$ cat src/hw/rtl/tccw_pkg.sv
// ----------------------------------------------------------------------------
// tccw_pkg
// Shared constants and types for the text console character writer.
// ----------------------------------------------------------------------------
package tccw_pkg;

    // screen geometry
    localparam int COLUMNS = 80;
    localparam int ROWS    = 25;
    localparam int CELLS   = COLUMNS * ROWS;

    localparam int COL_W  = $clog2(COLUMNS);
    localparam int ROW_W  = $clog2(ROWS);
    localparam int POS_W  = 16;
    localparam int CELL_W = 11;
    localparam int STEP_W = 4;

    localparam logic [COL_W-1:0] COL_LAST  = COL_W'(COLUMNS - 1);
    localparam logic [ROW_W-1:0] ROW_LAST  = ROW_W'(ROWS - 1);
    localparam logic [POS_W-1:0] POS_COLS  = POS_W'(COLUMNS);
    localparam logic [POS_W-1:0] POS_CELLS = POS_W'(CELLS);
    localparam logic [POS_W-1:0] POS_LAST  = POS_W'(CELLS - 1);

    // character codes
    localparam logic [7:0] CHAR_NULL      = 8'h00;
    localparam logic [7:0] CHAR_BACKSPACE = 8'h08;
    localparam logic [7:0] CHAR_NEWLINE   = 8'h0A;
    localparam logic [7:0] CHAR_RETURN    = 8'h0D;
    localparam logic [7:0] CHAR_BLANK     = 8'h20;

    // result kinds
    localparam logic [1:0] KIND_CELL  = 2'd0;
    localparam logic [1:0] KIND_INDEX = 2'd1;
    localparam logic [1:0] KIND_DATA  = 2'd2;

    // crtc cursor location registers
    localparam logic [7:0] CRTC_LOW_INDEX  = 8'h0F;
    localparam logic [7:0] CRTC_HIGH_INDEX = 8'h0E;

    // configuration register indexes
    localparam int CFG_IDX_W = 1;
    localparam logic [CFG_IDX_W-1:0] REG_ATTRIBUTE = 1'd0;
    localparam logic [CFG_IDX_W-1:0] REG_CURSOR_ON = 1'd1;

    // everything the emitter needs to produce the words of one character
    typedef struct packed {
        logic              has_cell;
        logic              cursor;
        logic              two_pos;
        logic [CELL_W-1:0] cell_index;
        logic [7:0]        glyph;
        logic [7:0]        attr;
        logic [POS_W-1:0]  pos_a;
        logic [POS_W-1:0]  pos_b;
    } plan_t;

endpackage

$ cat src/hw/rtl/tccw_plan.sv
// ----------------------------------------------------------------------------
// tccw_plan
// Cursor state and per-character decode into a registered emit plan.
// ----------------------------------------------------------------------------
module tccw_plan
    import tccw_pkg::*;
(
    input  logic        clk,
    input  logic        rst_n,
    input  logic        in_valid,
    output logic        in_stall,
    input  logic [7:0]  char_code,
    input  logic [7:0]  attribute,
    input  logic        cursor_on,
    input  logic        plan_take,
    output logic        plan_valid,
    output plan_t       plan
);

    logic [COL_W-1:0] col_reg, col_next;
    logic [ROW_W-1:0] row_reg, row_next;
    logic             plan_valid_reg, plan_valid_next;
    plan_t            plan_reg, plan_next;
    logic             accept;
    logic             produces;
    logic [POS_W-1:0] base, pos, pos_inc, base_inc;
    logic [ROW_W-1:0] row_up;

    assign in_stall   = plan_valid_reg && !plan_take;
    assign accept     = in_valid && !in_stall;
    assign plan_valid = plan_valid_reg;
    assign plan       = plan_reg;

    // linear cursor position and its neighbors
    always_comb
    begin
        base     = POS_W'(row_reg) * POS_COLS;
        pos      = base + POS_W'(col_reg);
        pos_inc  = pos + POS_W'(1);
        base_inc = base + POS_COLS;
        row_up   = (row_reg == ROW_LAST) ? '0 : row_reg + ROW_W'(1);
    end

    // decode one character
    always_comb
    begin
        col_next             = col_reg;
        row_next             = row_reg;
        plan_next            = '0;
        plan_next.cursor     = cursor_on;
        plan_next.attr       = attribute;
        case (char_code)
            CHAR_NEWLINE:
            begin
                col_next          = '0;
                row_next          = row_up;
                plan_next.two_pos = 1'b1;
                plan_next.pos_a   = base;
                plan_next.pos_b   = (base_inc == POS_CELLS) ? '0 : base_inc;
            end
            CHAR_RETURN:
            begin
                col_next        = '0;
                plan_next.pos_a = base;
            end
            CHAR_BACKSPACE:
            begin
                if (col_reg == '0)
                begin
                    col_next = COL_LAST;
                    row_next = (row_reg == '0) ? ROW_LAST : row_reg - ROW_W'(1);
                end
                else
                begin
                    col_next = col_reg - COL_W'(1);
                end
                plan_next.has_cell   = 1'b1;
                plan_next.glyph      = CHAR_BLANK;
                plan_next.pos_a      = (pos == '0) ? POS_LAST : pos - POS_W'(1);
                plan_next.cell_index = plan_next.pos_a[CELL_W-1:0];
            end
            default:
            begin
                if (col_reg == COL_LAST)
                begin
                    col_next = '0;
                    row_next = row_up;
                end
                else
                begin
                    col_next = col_reg + COL_W'(1);
                end
                plan_next.has_cell   = 1'b1;
                plan_next.glyph      = char_code;
                plan_next.cell_index = pos[CELL_W-1:0];
                plan_next.pos_a      = (pos_inc == POS_CELLS) ? '0 : pos_inc;
            end
        endcase
        produces = (char_code != CHAR_NULL) && (plan_next.has_cell || cursor_on);
    end

    // plan slot occupancy
    always_comb
    begin
        plan_valid_next = plan_valid_reg;
        if (plan_take)
            plan_valid_next = 1'b0;
        if (accept)
            plan_valid_next = produces;
    end

    // cursor state and plan slot
    always_ff @(posedge clk or negedge rst_n)
    begin
        if (!rst_n)
        begin
            col_reg        <= '0;
            row_reg        <= '0;
            plan_valid_reg <= 1'b0;
        end
        else
        begin
            plan_valid_reg <= plan_valid_next;
            if (accept && (char_code != CHAR_NULL))
            begin
                col_reg <= col_next;
                row_reg <= row_next;
            end
        end
    end

    // plan payload
    always_ff @(posedge clk)
    begin
        if (accept)
            plan_reg <= plan_next;
    end

endmodule

$ cat src/hw/rtl/tccw_emit.sv
// ----------------------------------------------------------------------------
// tccw_emit
// Walks one plan word by word into the output register.
// ----------------------------------------------------------------------------
module tccw_emit
    import tccw_pkg::*;
(
    input  logic              clk,
    input  logic              rst_n,
    input  logic              plan_valid,
    input  plan_t             plan,
    output logic              plan_take,
    output logic              out_valid,
    input  logic              out_stall,
    output logic [1:0]        kind,
    output logic [CELL_W-1:0] cell_index,
    output logic [7:0]        glyph,
    output logic [7:0]        cell_attribute,
    output logic [7:0]        port_byte,
    output logic              last
);

    // step numbering: cell write, then two groups of four port writes
    localparam logic [STEP_W-1:0] STEP_CELL   = 4'd0;
    localparam logic [STEP_W-1:0] STEP_A_LIDX = 4'd1;
    localparam logic [STEP_W-1:0] STEP_A_LDAT = 4'd2;
    localparam logic [STEP_W-1:0] STEP_A_HIDX = 4'd3;
    localparam logic [STEP_W-1:0] STEP_A_HDAT = 4'd4;
    localparam logic [STEP_W-1:0] STEP_B_LIDX = 4'd5;
    localparam logic [STEP_W-1:0] STEP_B_LDAT = 4'd6;
    localparam logic [STEP_W-1:0] STEP_B_HIDX = 4'd7;
    localparam logic [STEP_W-1:0] STEP_B_HDAT = 4'd8;

    logic              cur_valid_reg, cur_valid_next;
    plan_t             cur_reg;
    logic [STEP_W-1:0] step_reg, step_next;
    logic [STEP_W-1:0] end_step;
    logic              out_valid_reg, out_valid_next;
    logic [1:0]        kind_reg, kind_next;
    logic [CELL_W-1:0] cell_reg, cell_next;
    logic [7:0]        glyph_reg, glyph_next;
    logic [7:0]        attr_reg, attr_next;
    logic [7:0]        port_reg, port_next;
    logic              last_reg, last_next;
    logic              load_ok, emit, cur_done;

    assign end_step  = !cur_reg.cursor ? STEP_CELL :
                       (cur_reg.two_pos ? STEP_B_HDAT : STEP_A_HDAT);
    assign load_ok   = !out_valid_reg || !out_stall;
    assign emit      = cur_valid_reg && load_ok;
    assign cur_done  = emit && (step_reg == end_step);
    assign plan_take = plan_valid && (!cur_valid_reg || cur_done);

    // word for the current step
    always_comb
    begin
        kind_next  = KIND_DATA;
        cell_next  = '0;
        glyph_next = '0;
        attr_next  = '0;
        port_next  = '0;
        last_next  = (step_reg == end_step);
        case (step_reg)
            STEP_CELL:
            begin
                kind_next  = KIND_CELL;
                cell_next  = cur_reg.cell_index;
                glyph_next = cur_reg.glyph;
                attr_next  = cur_reg.attr;
            end
            STEP_A_LIDX:
            begin
                kind_next = KIND_INDEX;
                port_next = CRTC_LOW_INDEX;
            end
            STEP_A_LDAT: port_next = cur_reg.pos_a[7:0];
            STEP_A_HIDX:
            begin
                kind_next = KIND_INDEX;
                port_next = CRTC_HIGH_INDEX;
            end
            STEP_A_HDAT: port_next = cur_reg.pos_a[15:8];
            STEP_B_LIDX:
            begin
                kind_next = KIND_INDEX;
                port_next = CRTC_LOW_INDEX;
            end
            STEP_B_LDAT: port_next = cur_reg.pos_b[7:0];
            STEP_B_HIDX:
            begin
                kind_next = KIND_INDEX;
                port_next = CRTC_HIGH_INDEX;
            end
            STEP_B_HDAT: port_next = cur_reg.pos_b[15:8];
            default:     port_next = '0;
        endcase
    end

    // sequencer and output register control
    always_comb
    begin
        cur_valid_next = cur_valid_reg;
        step_next      = step_reg;
        if (!cur_valid_reg || cur_done)
        begin
            cur_valid_next = plan_valid;
            step_next      = plan.has_cell ? STEP_CELL : STEP_A_LIDX;
        end
        else if (emit)
        begin
            step_next = step_reg + STEP_W'(1);
        end
        out_valid_next = out_valid_reg;
        if (emit)
            out_valid_next = 1'b1;
        else if (load_ok)
            out_valid_next = 1'b0;
    end

    always_ff @(posedge clk or negedge rst_n)
    begin
        if (!rst_n)
        begin
            cur_valid_reg <= 1'b0;
            out_valid_reg <= 1'b0;
            step_reg      <= STEP_CELL;
        end
        else
        begin
            cur_valid_reg <= cur_valid_next;
            out_valid_reg <= out_valid_next;
            step_reg      <= step_next;
        end
    end

    // payload registers
    always_ff @(posedge clk)
    begin
        if (plan_take)
            cur_reg <= plan;
        if (emit)
        begin
            kind_reg  <= kind_next;
            cell_reg  <= cell_next;
            glyph_reg <= glyph_next;
            attr_reg  <= attr_next;
            port_reg  <= port_next;
            last_reg  <= last_next;
        end
    end

    assign out_valid      = out_valid_reg;
    assign kind           = kind_reg;
    assign cell_index     = cell_reg;
    assign glyph          = glyph_reg;
    assign cell_attribute = attr_reg;
    assign port_byte      = port_reg;
    assign last           = last_reg;

`ifndef SYNTHESIS
    // sequencer never runs past the end of its plan
    a_step_in_range: assert property (@(posedge clk) disable iff (!rst_n)
        cur_valid_reg |-> (step_reg <= end_step))
        else $error("emit step beyond plan end");

    // a finished plan with nothing queued leaves the sequencer empty
    a_done_empties: assert property (@(posedge clk) disable iff (!rst_n)
        (cur_done && !plan_valid) |=> !cur_valid_reg)
        else $error("sequencer not emptied after last word");

    // index port words only carry cursor location register numbers
    a_index_byte: assert property (@(posedge clk) disable iff (!rst_n)
        (out_valid_reg && kind_reg == KIND_INDEX) |->
        (port_reg == CRTC_LOW_INDEX || port_reg == CRTC_HIGH_INDEX))
        else $error("bad crtc index byte");

    // a character's final word is a cell write or a data port write
    a_last_kind: assert property (@(posedge clk) disable iff (!rst_n)
        (out_valid_reg && last_reg) |->
        (kind_reg == KIND_CELL || kind_reg == KIND_DATA))
        else $error("last flag on index port word");
`endif

endmodule

$ cat src/hw/rtl/text_console_char_writer_top.sv
// ----------------------------------------------------------------------------
// text_console_char_writer_top
// Character writer for an 80 x 25 text console with crtc cursor updates.
// ----------------------------------------------------------------------------
// Each accepted character code turns into zero to eight output words, one word
// per clock through the output register when not stalled. A printable code or
// backspace gives one cell write, plus four crtc port writes when the cursor is
// on. With the cursor on, carriage return gives four words and newline gives
// eight. Null gives none, and so do return and newline with the cursor off. The
// first word passes through the plan register and the sender's current plan
// register into the output register. One decoded character waits in the plan
// register behind the one being sent. A new character is taken in the cycle in
// which the one being sent puts out its last word, so the sender finishes one
// character before it starts the next. Single-word characters, like characters
// with no words, stream at one per cycle without stalls. An output stall holds
// the sender, and once the plan register is full it also stalls the input. The
// user must see that configuration is written while idle; no logic enforces it.
module text_console_char_writer_top
    import tccw_pkg::*;
(
    input  logic                 clk,
    input  logic                 rst_n,
    input  logic                 cfg_we,
    input  logic [CFG_IDX_W-1:0] cfg_index,
    input  logic [7:0]           cfg_data,
    input  logic                 in_valid,
    output logic                 in_stall,
    input  logic [7:0]           char_code,
    output logic                 out_valid,
    input  logic                 out_stall,
    output logic [1:0]           kind,
    output logic [CELL_W-1:0]    cell_index,
    output logic [7:0]           glyph,
    output logic [7:0]           cell_attribute,
    output logic [7:0]           port_byte,
    output logic                 last
);

    logic [7:0] attribute_reg;
    logic       cursor_on_reg;
    logic       plan_take;
    logic       plan_valid;
    plan_t      plan;

    // configuration registers
    always_ff @(posedge clk or negedge rst_n)
    begin
        if (!rst_n)
        begin
            attribute_reg <= 8'h0F;
            cursor_on_reg <= 1'b0;
        end
        else if (cfg_we)
        begin
            case (cfg_index)
                REG_ATTRIBUTE: attribute_reg <= cfg_data;
                REG_CURSOR_ON: cursor_on_reg <= cfg_data[0];
                default:       cursor_on_reg <= cursor_on_reg;
            endcase
        end
    end

    // decode and cursor tracking
    tccw_plan u_plan
    (
        .clk        (clk),
        .rst_n      (rst_n),
        .in_valid   (in_valid),
        .in_stall   (in_stall),
        .char_code  (char_code),
        .attribute  (attribute_reg),
        .cursor_on  (cursor_on_reg),
        .plan_take  (plan_take),
        .plan_valid (plan_valid),
        .plan       (plan)
    );

    // word sequencer and output register
    tccw_emit u_emit
    (
        .clk            (clk),
        .rst_n          (rst_n),
        .plan_valid     (plan_valid),
        .plan           (plan),
        .plan_take      (plan_take),
        .out_valid      (out_valid),
        .out_stall      (out_stall),
        .kind           (kind),
        .cell_index     (cell_index),
        .glyph          (glyph),
        .cell_attribute (cell_attribute),
        .port_byte      (port_byte),
        .last           (last)
    );

endmodule

$ cat config.mk
export PLATFORM = sky130hd
export DESIGN_NAME = text_console_char_writer_top
export DESIGN_NICKNAME = d
export VERILOG_FILES = /design/src/hw/rtl/tccw_pkg.sv /design/src/hw/rtl/tccw_plan.sv /design/src/hw/rtl/tccw_emit.sv /design/src/hw/rtl/text_console_char_writer_top.sv
export SDC_FILE = /design/constraint.sdc
export NUM_CORES = 1
export LEC_CHECK = 0
export ABC_AREA = 1
export ABC_CLOCK_PERIOD_IN_PS = 11060
export BUFFER_PORTS_ARGS = -buffer_cell sky130_fd_sc_hd__buf_2
export CORE_MARGIN = 1.5
export CORE_UTILIZATION = 44
export DETAILED_ROUTE_END_ITERATION = 10
export PLACE_DENSITY_LB_ADDON = 0.1
export SLEW_MARGIN = 10
export SYNTH_ARGS = -nofsm -noshare
export SYNTH_HDL_FRONTEND = slang
export SYNTH_HIERARCHICAL = 1
export SYNTH_SLANG_ARGS = --single-unit
$ cat constraint.sdc
create_clock -name clk -period 11.06 [get_ports clk]
set_input_delay 0.553 -clock clk [delete_from_list [all_inputs] [get_ports clk]]
set_output_delay 0.553 -clock clk [all_outputs]
set_load 0.05 [all_outputs]
==> metrics, run 1 <==
Post-synth EDFFs between 150 and 200; Slew headroom 0.231; Die Height 142 um; Initial DRC Count approximately 400; post-layout min period approximately 3.7 ns; WP data arrival around 3.7 ns; PwrDens around 290 mW/mm^2; Gate Count Post-Synth ~810; WP data required approximately 11 ns; Port Buffers between 60 and 70; max reg flops a little over 60; I/O pin total 62; Synth Register Bits about 180; area fraction of the dominant cell type after synthesis 0.537; crit share post-route 0.333; first-pass GRT wire length approximately 28000 um; delay-heaviest family, CP buffers and inverters; final antenna-violating net count 0; # diodes 0; vias in the first global route ~5600; CP Max Fanout 64; H-Tree Depth 4; Worst Tran Pin Value 1.15 ns; TritonCTS buffer count 17; Root Driver clkbuf_16; Ys Warns 6; Core ar. roughly 0.019 mm^2; crit-path cells inv_1, ha_1, inv_1, a21oi_1, nand3_2, a21oi_4, buf_4, o21ai_0, inv_2; clock slew at reported path FFs 0.07 ns; Setup Buffers After CTS 0; largest net degree at the start of global routing 65; Avg Cell Area, Syn 10.5 um^2; worst-skew pair later-pin latency roughly 0.42 ns; slowest stage delay, CP 0.89 ns; outcome complete, no violations; WP buf/inv 4; Initial Util 0.453; vias per cell roughly 4.9; commonest cells in the netlist nand2_1 (158), edfxtp_1 (153), inv_1 (96), nor2_1 (96), nand3_1 (56); GRT overflow 0; max-cap viol count 0; DP Wirelength 12600 um; GPL Wtd Cong 0.873; share of cells above drive strength 1 0.192; final net count roughly 920; via count 5661; Async S/R FF share, synth 0.155; crit path capture type flip-flop; drt drc 0; Hold Slack roughly 0.18 ns; GRT Util Overall 0.183; worst vdd rail ir drop about 0.14 mV; Resized Gates After CTS 0; Netlist cell types 44; Placement Rows 50; Crit path top cell by count inv_1; RSZ-0062 raised after global routing false; CP Launch Type flip-flop; CP max stage cell inv_2; TritonCTS clock tree done; Final Max Tran Viols 0; Max Root-Sink Buffers 2; die area between 0.02 and 0.025 mm^2; Setup Viol. Count Final 0; Seq/Total Area, Yosys 0.620; Pre-antenna DRT Iters 5; count leader, synth nand2_1; area delta synth->final 13.1%; Fmax between 200 and 300 MHz; final wirelength ~17000 um; Cell Area, Synth 0.00855 mm^2; Synth area leaders edfxtp_1 (54%), dfrtp_1 (7.0%), nand2_1 (6.9%), inv_1 (4.2%), nor2_1 (4.2%); clock sinks 181; Pleak a little over 4 nW; Hold Crit Class in2async; largest area contributor in the netlist edfxtp_1; Chip Width approximately 140 um; total negative slack 0 ns; Wirelength per Cell about 15 um; initial antenna violation count 0; Setup Skew 0.00699 ns; type of the worst setup path reg2reg; Synth Flop Type edfxtp_1; Fin. Hold Viols 0; Hold Buf Count CTS 0
[routing by layer]
layer	global-route usage	routed length, um
met5	0	0
met4	0.0695	316
met3	0.0377	563
met2	0.294	8360
met1	0.246	8250
[path summary, 6_finish.rpt]
| path | to | startpoint | depth (start not counted) | slack [ns] |
|---|---|---|---|---|
| worst min register to register | u_emit/cur_reg[4] | u_plan/plan[4] | 0 | 0.42 |
| worst min-delay path | u_plan/col_reg[6] | rst_n | 1 | 0.18 |
| worst max-delay path | u_plan/plan[57] | u_emit/step_reg[0] | 9 | 7.38 |
| worst max register to register | u_plan/plan[57] | u_emit/step_reg[0] | 9 | 7.38 |
| max in group asynchronous | u_emit/step_reg[2] | rst_n | 1 | 10.43 |
| min in group clk | u_plan/plan[46] | char_code[6] | 1 | 0.32 |
[cell type report]
| cell class | count | area (um^2) |
|---|---|---|
| Inverter | 110 | 423 |
| Fill cell | 1746 | 9220 |
| Tap cell | 260 | 325 |
| Clock buffer | 17 | 425 |
| Clock inverter | 15 | 165 |
| Multi-Input combinational cell | 509 | 2720 |
| Sequential cell | 181 | 5300 |
| Timing Repair Buffer | 63 | 320 |
[worst reg2reg max path: cells and delay by family (launching register included)]
family / cells / cell delay (ns)
AO/OA/AOI/OAI: 3 / 0.65
adder cells (fa/ha/maj): 1 / 0.25
buffers and inverters: 4 / 1.78
flip-flops: 1 / 0.44
AND/OR/NAND/NOR: 1 / 0.14
[logic make-up (layout without fill, tap and decap cells)]
family	after synthesis	after routing	share of synthesized area
buffers and inverters	132	205	0.0686
other	1	9	0.000438
xor gates and xnor gates	15	15	0.0154
and+or+nand+nor	381	381	0.209
DFF	181	181	0.620
adders and majority gates	20	20	0.0310
AOI/OAI and AO/OA	84	84	0.0563
[per-stage QoR]
step | worst slack (ns) | total power, W | cells | cell area, um^2 | util
after global placement | 7.48 | 0.00217 | 1123 | 9080 | 0.481
after global routing | 7.05 | 0.00295 | 1155 | 9680 | 0.512
after floorplan | 4.64 | 0.00195 | 822 | 8580 | -
final | 7.38 | 0.00277 | 1155 | 9680 | 0.512
after CTS | 7.34 | 0.00279 | 1155 | 9680 | 0.512
after detailed placement | 7.36 | 0.00219 | 1123 | 9080 | 0.481
[power breakdown]
part | internal, W | switching [W]
clock | 0.000320 | 0.000277
sequential | 0.000993 | 0.0000925
combinational | 0.000297 | 0.000788
[layout by cell type (no fill, tap or decap), types with 2 or more instances in the layout]
| cell type | count |
|---|---|
| clkinv_1 | 2 |
| nand3_2 | 11 |
| a21oi_2 | 2 |
| nor3_1 | 8 |
| ha_1 | 18 |
| fa_1 | 2 |
| inv_2 | 11 |
| inv_1 | 95 |
| o21ai_0 | 30 |
| nor3_2 | 2 |
| inv_8 | 2 |
| nor2_4 | 6 |
| nor2_1 | 95 |
| edfxtp_1 | 153 |
| nand2_1 | 158 |
| o22ai_1 | 2 |
| xor2_1 | 12 |
| dfrtp_1 | 24 |
| o21ai_2 | 2 |
| or2_1 | 2 |
| inv_6 | 6 |
| dfstp_2 | 4 |
| nor2_2 | 10 |
| nand3_1 | 56 |
| buf_4 | 2 |
| clkbuf_16 | 17 |
| clkinv_8 | 2 |
| nand2_4 | 6 |
| a21oi_1 | 22 |
| conb_1 | 9 |
| o21ai_1 | 14 |
| or2_2 | 3 |
| nand4_1 | 7 |
| buf_2 | 61 |
| nand2_2 | 15 |
| clkinvlp_4 | 6 |
| a31oi_1 | 3 |
| xnor2_1 | 3 |
| o2111ai_1 | 4 |
No activity file was read; power rests on OpenSTA's default activity.
==> run 2, diff against run 1 <==
ABC_AREA = 0   (was 1)
ABC_CLOCK_PERIOD_IN_PS = 3800   (was 11060)
clock period = 3.8 ns   (was 11.06 ns; I/O delays follow)
==> run 2 against run 1 <==
  * Synthesized cell count is 16% lower
  * Sequential share of layout area is 1.6 points lower
  * Largest cell class unchanged
  * Combinational power is 64% higher
  * Design area is 2.9% higher
  * Critical path depth is 1 higher
  * Largest power group unchanged
  * Total power is 130% higher
  * Worst hold slack worse by 0.16 ns
  * Critical path type unchanged
==> metrics, run 2 <==
Slew headroom 0.463 (was 0.231); die area 0.0204 mm^2 (was 0.0203 mm^2); Ys Warns 6 (unchanged); placed cell areas 0.00921 mm^2 (was 0.00908 mm^2); via count 5572 (was 5661); max-cap viol count 0 (unchanged); CP Max Fanout 13 (was 64); worst-skew pair later-pin latency 0.42 ns (about the same); most frequent cells in the layout edfxtp_1 (153), buf_2 (61), nor2_1 (57), nand2_1 (50), o21ai_0 (45) (was nand2_1 (158), edfxtp_1 (153), inv_1 (95), nor2_1 (95), buf_2 (61)); largest area contributor in the netlist edfxtp_1 (unchanged); vias per cell 5.43 (was 4.90); GRT overflow 0 (unchanged); fill cell count 1638 (was 1746); R2R depth 10 (was 9); final net count 796 (was 924); r2r setup slk 0.27 ns (was 7.38 ns); Pleak 3.66 nW (was 4.08 nW); Placed Cells 984 (was 1123); Setup WS post-layout 0.275 ns (was 7.38 ns); largest net degree at the start of global routing 62 (was 65); outcome complete, no violations (unchanged); Synth area leaders edfxtp_1 (53%), dfrtp_1 (7.0%), ha_1 (2.6%), o21ai_0 (2.6%), and2_1 (2.5%) (was edfxtp_1 (54%), dfrtp_1 (7.0%), nand2_1 (6.9%), inv_1 (4.2%), nor2_1 (4.2%)); hold depth 2; worst vdd rail ir drop 0.331 mV (was 0.140 mV); share of cells above drive strength 1 0.202 (was 0.192); max reg flops 61 (unchanged); type of the worst setup path reg2reg (unchanged); Gate Count Post-Synth 680 (was 814); Netlist cell types 88 (was 44); total negative slack 0 ns (unchanged); first-pass GRT wire length 29600 um (was 28100 um); clock sinks 181 (unchanged); Port Buffers 61 (unchanged); Compound-Gate Fraction of Synth Area 0.123 (was 0.0563); Die Height 143 um (was 142 um); Core ar. 0.0190 mm^2 (was 0.0189 mm^2); Pre-antenna DRT Iters 5 (unchanged); Avg Cell Area, Syn 12.6 um^2 (was 10.5 um^2); Chip Width 143 um (was 142 um); drt drc 0 (unchanged); Max Root-Sink Buffers 2 (unchanged); Non-Filler Instances 1027 (was 1155); RR Endpoint u_plan/plan[20] (was u_plan/plan[57]); commonest cells in the netlist edfxtp_1 (153), nor2_1 (57), nand2_1 (50) (was nand2_1 (158), edfxtp_1 (153), inv_1 (96), nor2_1 (96), nand3_1 (56)); Fmax 284 MHz (was 272 MHz); Fin. Hold Viols 0 (unchanged); Root Driver clkbuf_16 (unchanged); TritonCTS buffer count 17 (unchanged); mux cell area share after synthesis 0.0261 (was 0); Hold Startpoint cfg_data[0]; Placement Rows 50 (unchanged); Synth Register Bits 181 (unchanged); Cell Area, Synth 0.00859 mm^2 (was 0.00855 mm^2); Hold Crit Class in2reg (was in2async); PwrDens 636 mW/mm^2 (was 286 mW/mm^2); final antenna-violating net count 0 (unchanged); WP data required 4.04 ns (was 11.10 ns); commonest non-fill, non-tap cell in the layout edfxtp_1 (was nand2_1); clock slew at reported path FFs 0.08 ns (was 0.07 ns); vias in the first global route 5436 (was 5583); Setup Skew 0.0140 ns (was 0.00699 ns); Setup Viol. Count Final 0 (unchanged); initial antenna violation count 0 (unchanged); DP Wirelength 13300 um (was 12600 um); GPL Wtd Cong 0.915 (was 0.873); Initial DRC Count 351 (was 407); area fraction of the dominant cell type after synthesis 0.535 (was 0.537); Setup Buffers After CTS 0 (unchanged); CP Launch Type flip-flop (unchanged); Worst Hold End attribute_reg[0]; Synth Flop Type edfxtp_1 (unchanged); Initial Util 0.453 (about the same); crit path capture type flip-flop (unchanged); Final Max Tran Viols 0 (unchanged); final wirelength 19000 um (was 17500 um); count leader, synth edfxtp_1 (was nand2_1); H-Tree Depth 4 (unchanged); WP data arrival 3.77 ns (was 3.72 ns); largest family of logic cells by synthesized area simple AND/OR/NAND/NOR gates (unchanged); area delta synth->final 15.9% (was 13.1%); # diodes 0 (unchanged); Place WS 0.173 ns (was 7.36 ns); Simple-Gate Fraction of Synth Area 0.141 (was 0.209); post-layout min period 3.53 ns (was 3.68 ns); GRT Util Overall 0.194 (was 0.183); RSZ-0062 raised after global routing false (unchanged); Async S/R FF share, synth 0.155 (unchanged); Wirelength per Cell 18.5 um (was 15.1 um); fin area 0.00996 mm^2 (was 0.00968 mm^2); XOR/XNOR Fraction of Synth Area 0.0304 (was 0.0154); I/O pin total 62 (unchanged); Synth Area in Adders 0.0309 (was 0.0310); Worst Tran Pin Value 0.806 ns (was 1.15 ns); Post-synth EDFFs 153 (unchanged); TritonCTS clock tree done (unchanged); worst reg2reg startpoint u_plan/row_reg[2] (was u_emit/step_reg[0]); Seq/Total Area, Yosys 0.617 (was 0.620); crit share post-route 0.928 (was 0.333)
run 2: cell count changes in the layout (fill, tap and decap cells not counted), sizes merged, moves of 17 or more:
cell,change
buf,+17
nand3,-56
nor2,-55
inv,-92
and2,+35
nand2,-128
run 2: how the worst max path moves through the flow:
stage / start / to / slack, ns / cells past startpoint
after floorplan: u_emit/step_reg[0] / u_plan/row_reg[0] / 0.20 / 11
after global placement: u_plan/row_reg[2] / u_plan/plan[20] / 0.35 / 10
after detailed placement: u_plan/row_reg[2] / u_plan/plan[20] / 0.17 / 10
after CTS: u_plan/row_reg[2] / u_plan/plan[20] / 0.13 / 10
after global routing: u_plan/row_reg[2] / u_plan/plan[20] / 0.07 / 10
final: u_plan/row_reg[2] / u_plan/plan[20] / 0.27 / 10
run 2: power breakdown:
group	internal, W	total [W]	switching, W	leakage (nW)
combinational	0.000618	0.00179	0.00117	1.60
clock	0.000963	0.00182	0.000860	0.303
sequential	0.00253	0.00272	0.000194	1.76
run 2: per-layer routing:
metal  vias up  global-route usage  wire, um
li1       2658                   -         -
met1      2734               0.269      8980
met2       157               0.302      8870
met3        23              0.0379       835
met4         0              0.0722       326
met5         -                   0         0
run 2: timing repair:
action                     4_1_cts  5_1_grt
hold buffers                    11        0
hold endpoints to repair        34        0
setup endpoints to repair        0       10
resized for setup                0        3
run 2: layout make-up:
cell class / instances / area (um^2) / share of cell area
flip-flops and latches: 181 / 5300 / 0.532
multi-input cells: 448 / 3090 / 0.310
repair buffers: 91 / 558 / 0.0560
clock buffers: 17 / 425 / 0.0427
well taps: 260 / 325 / 0.0327
clock inverters: 15 / 204 / 0.0205
inverters: 15 / 56.3 / 0.00565
run 2: critical path, cell delays in order, from the launching register on:
cell and delay (ns):
dfrtp_1 0.52, ha_1 0.27, ha_1 0.21, fa_2 0.66, nand2_1 0.15, nor3b_2 0.24
xnor3_2 0.39, xor2_1 0.21, a22oi_2 0.29, o21ai_2 0.13, o32ai_2 0.29
run 2: cells by family (layout without fill, tap and decap cells):
logic type	Yosys count	after routing
AO/OA/AOI/OAI	152	152
XOR/XNOR	24	24
adder cells (fa/ha/maj)	20	20
buffers and inverters	59	138
flip-flops	181	181
multiplexers	18	18
other	1	9
AND/OR/NAND/NOR	225	225
run 2: metrics by stage:
step           hold WS [ns]  utilization  power [W]
2_1_floorplan        -0.106            -    0.00402
5_1_grt             0.00253        0.525    0.00666
3_3_place_gp          0.301        0.486    0.00448
4_1_cts             0.00260        0.525    0.00636
3_5_place_dp          0.347        0.486    0.00451
6_report             0.0193        0.525    0.00633
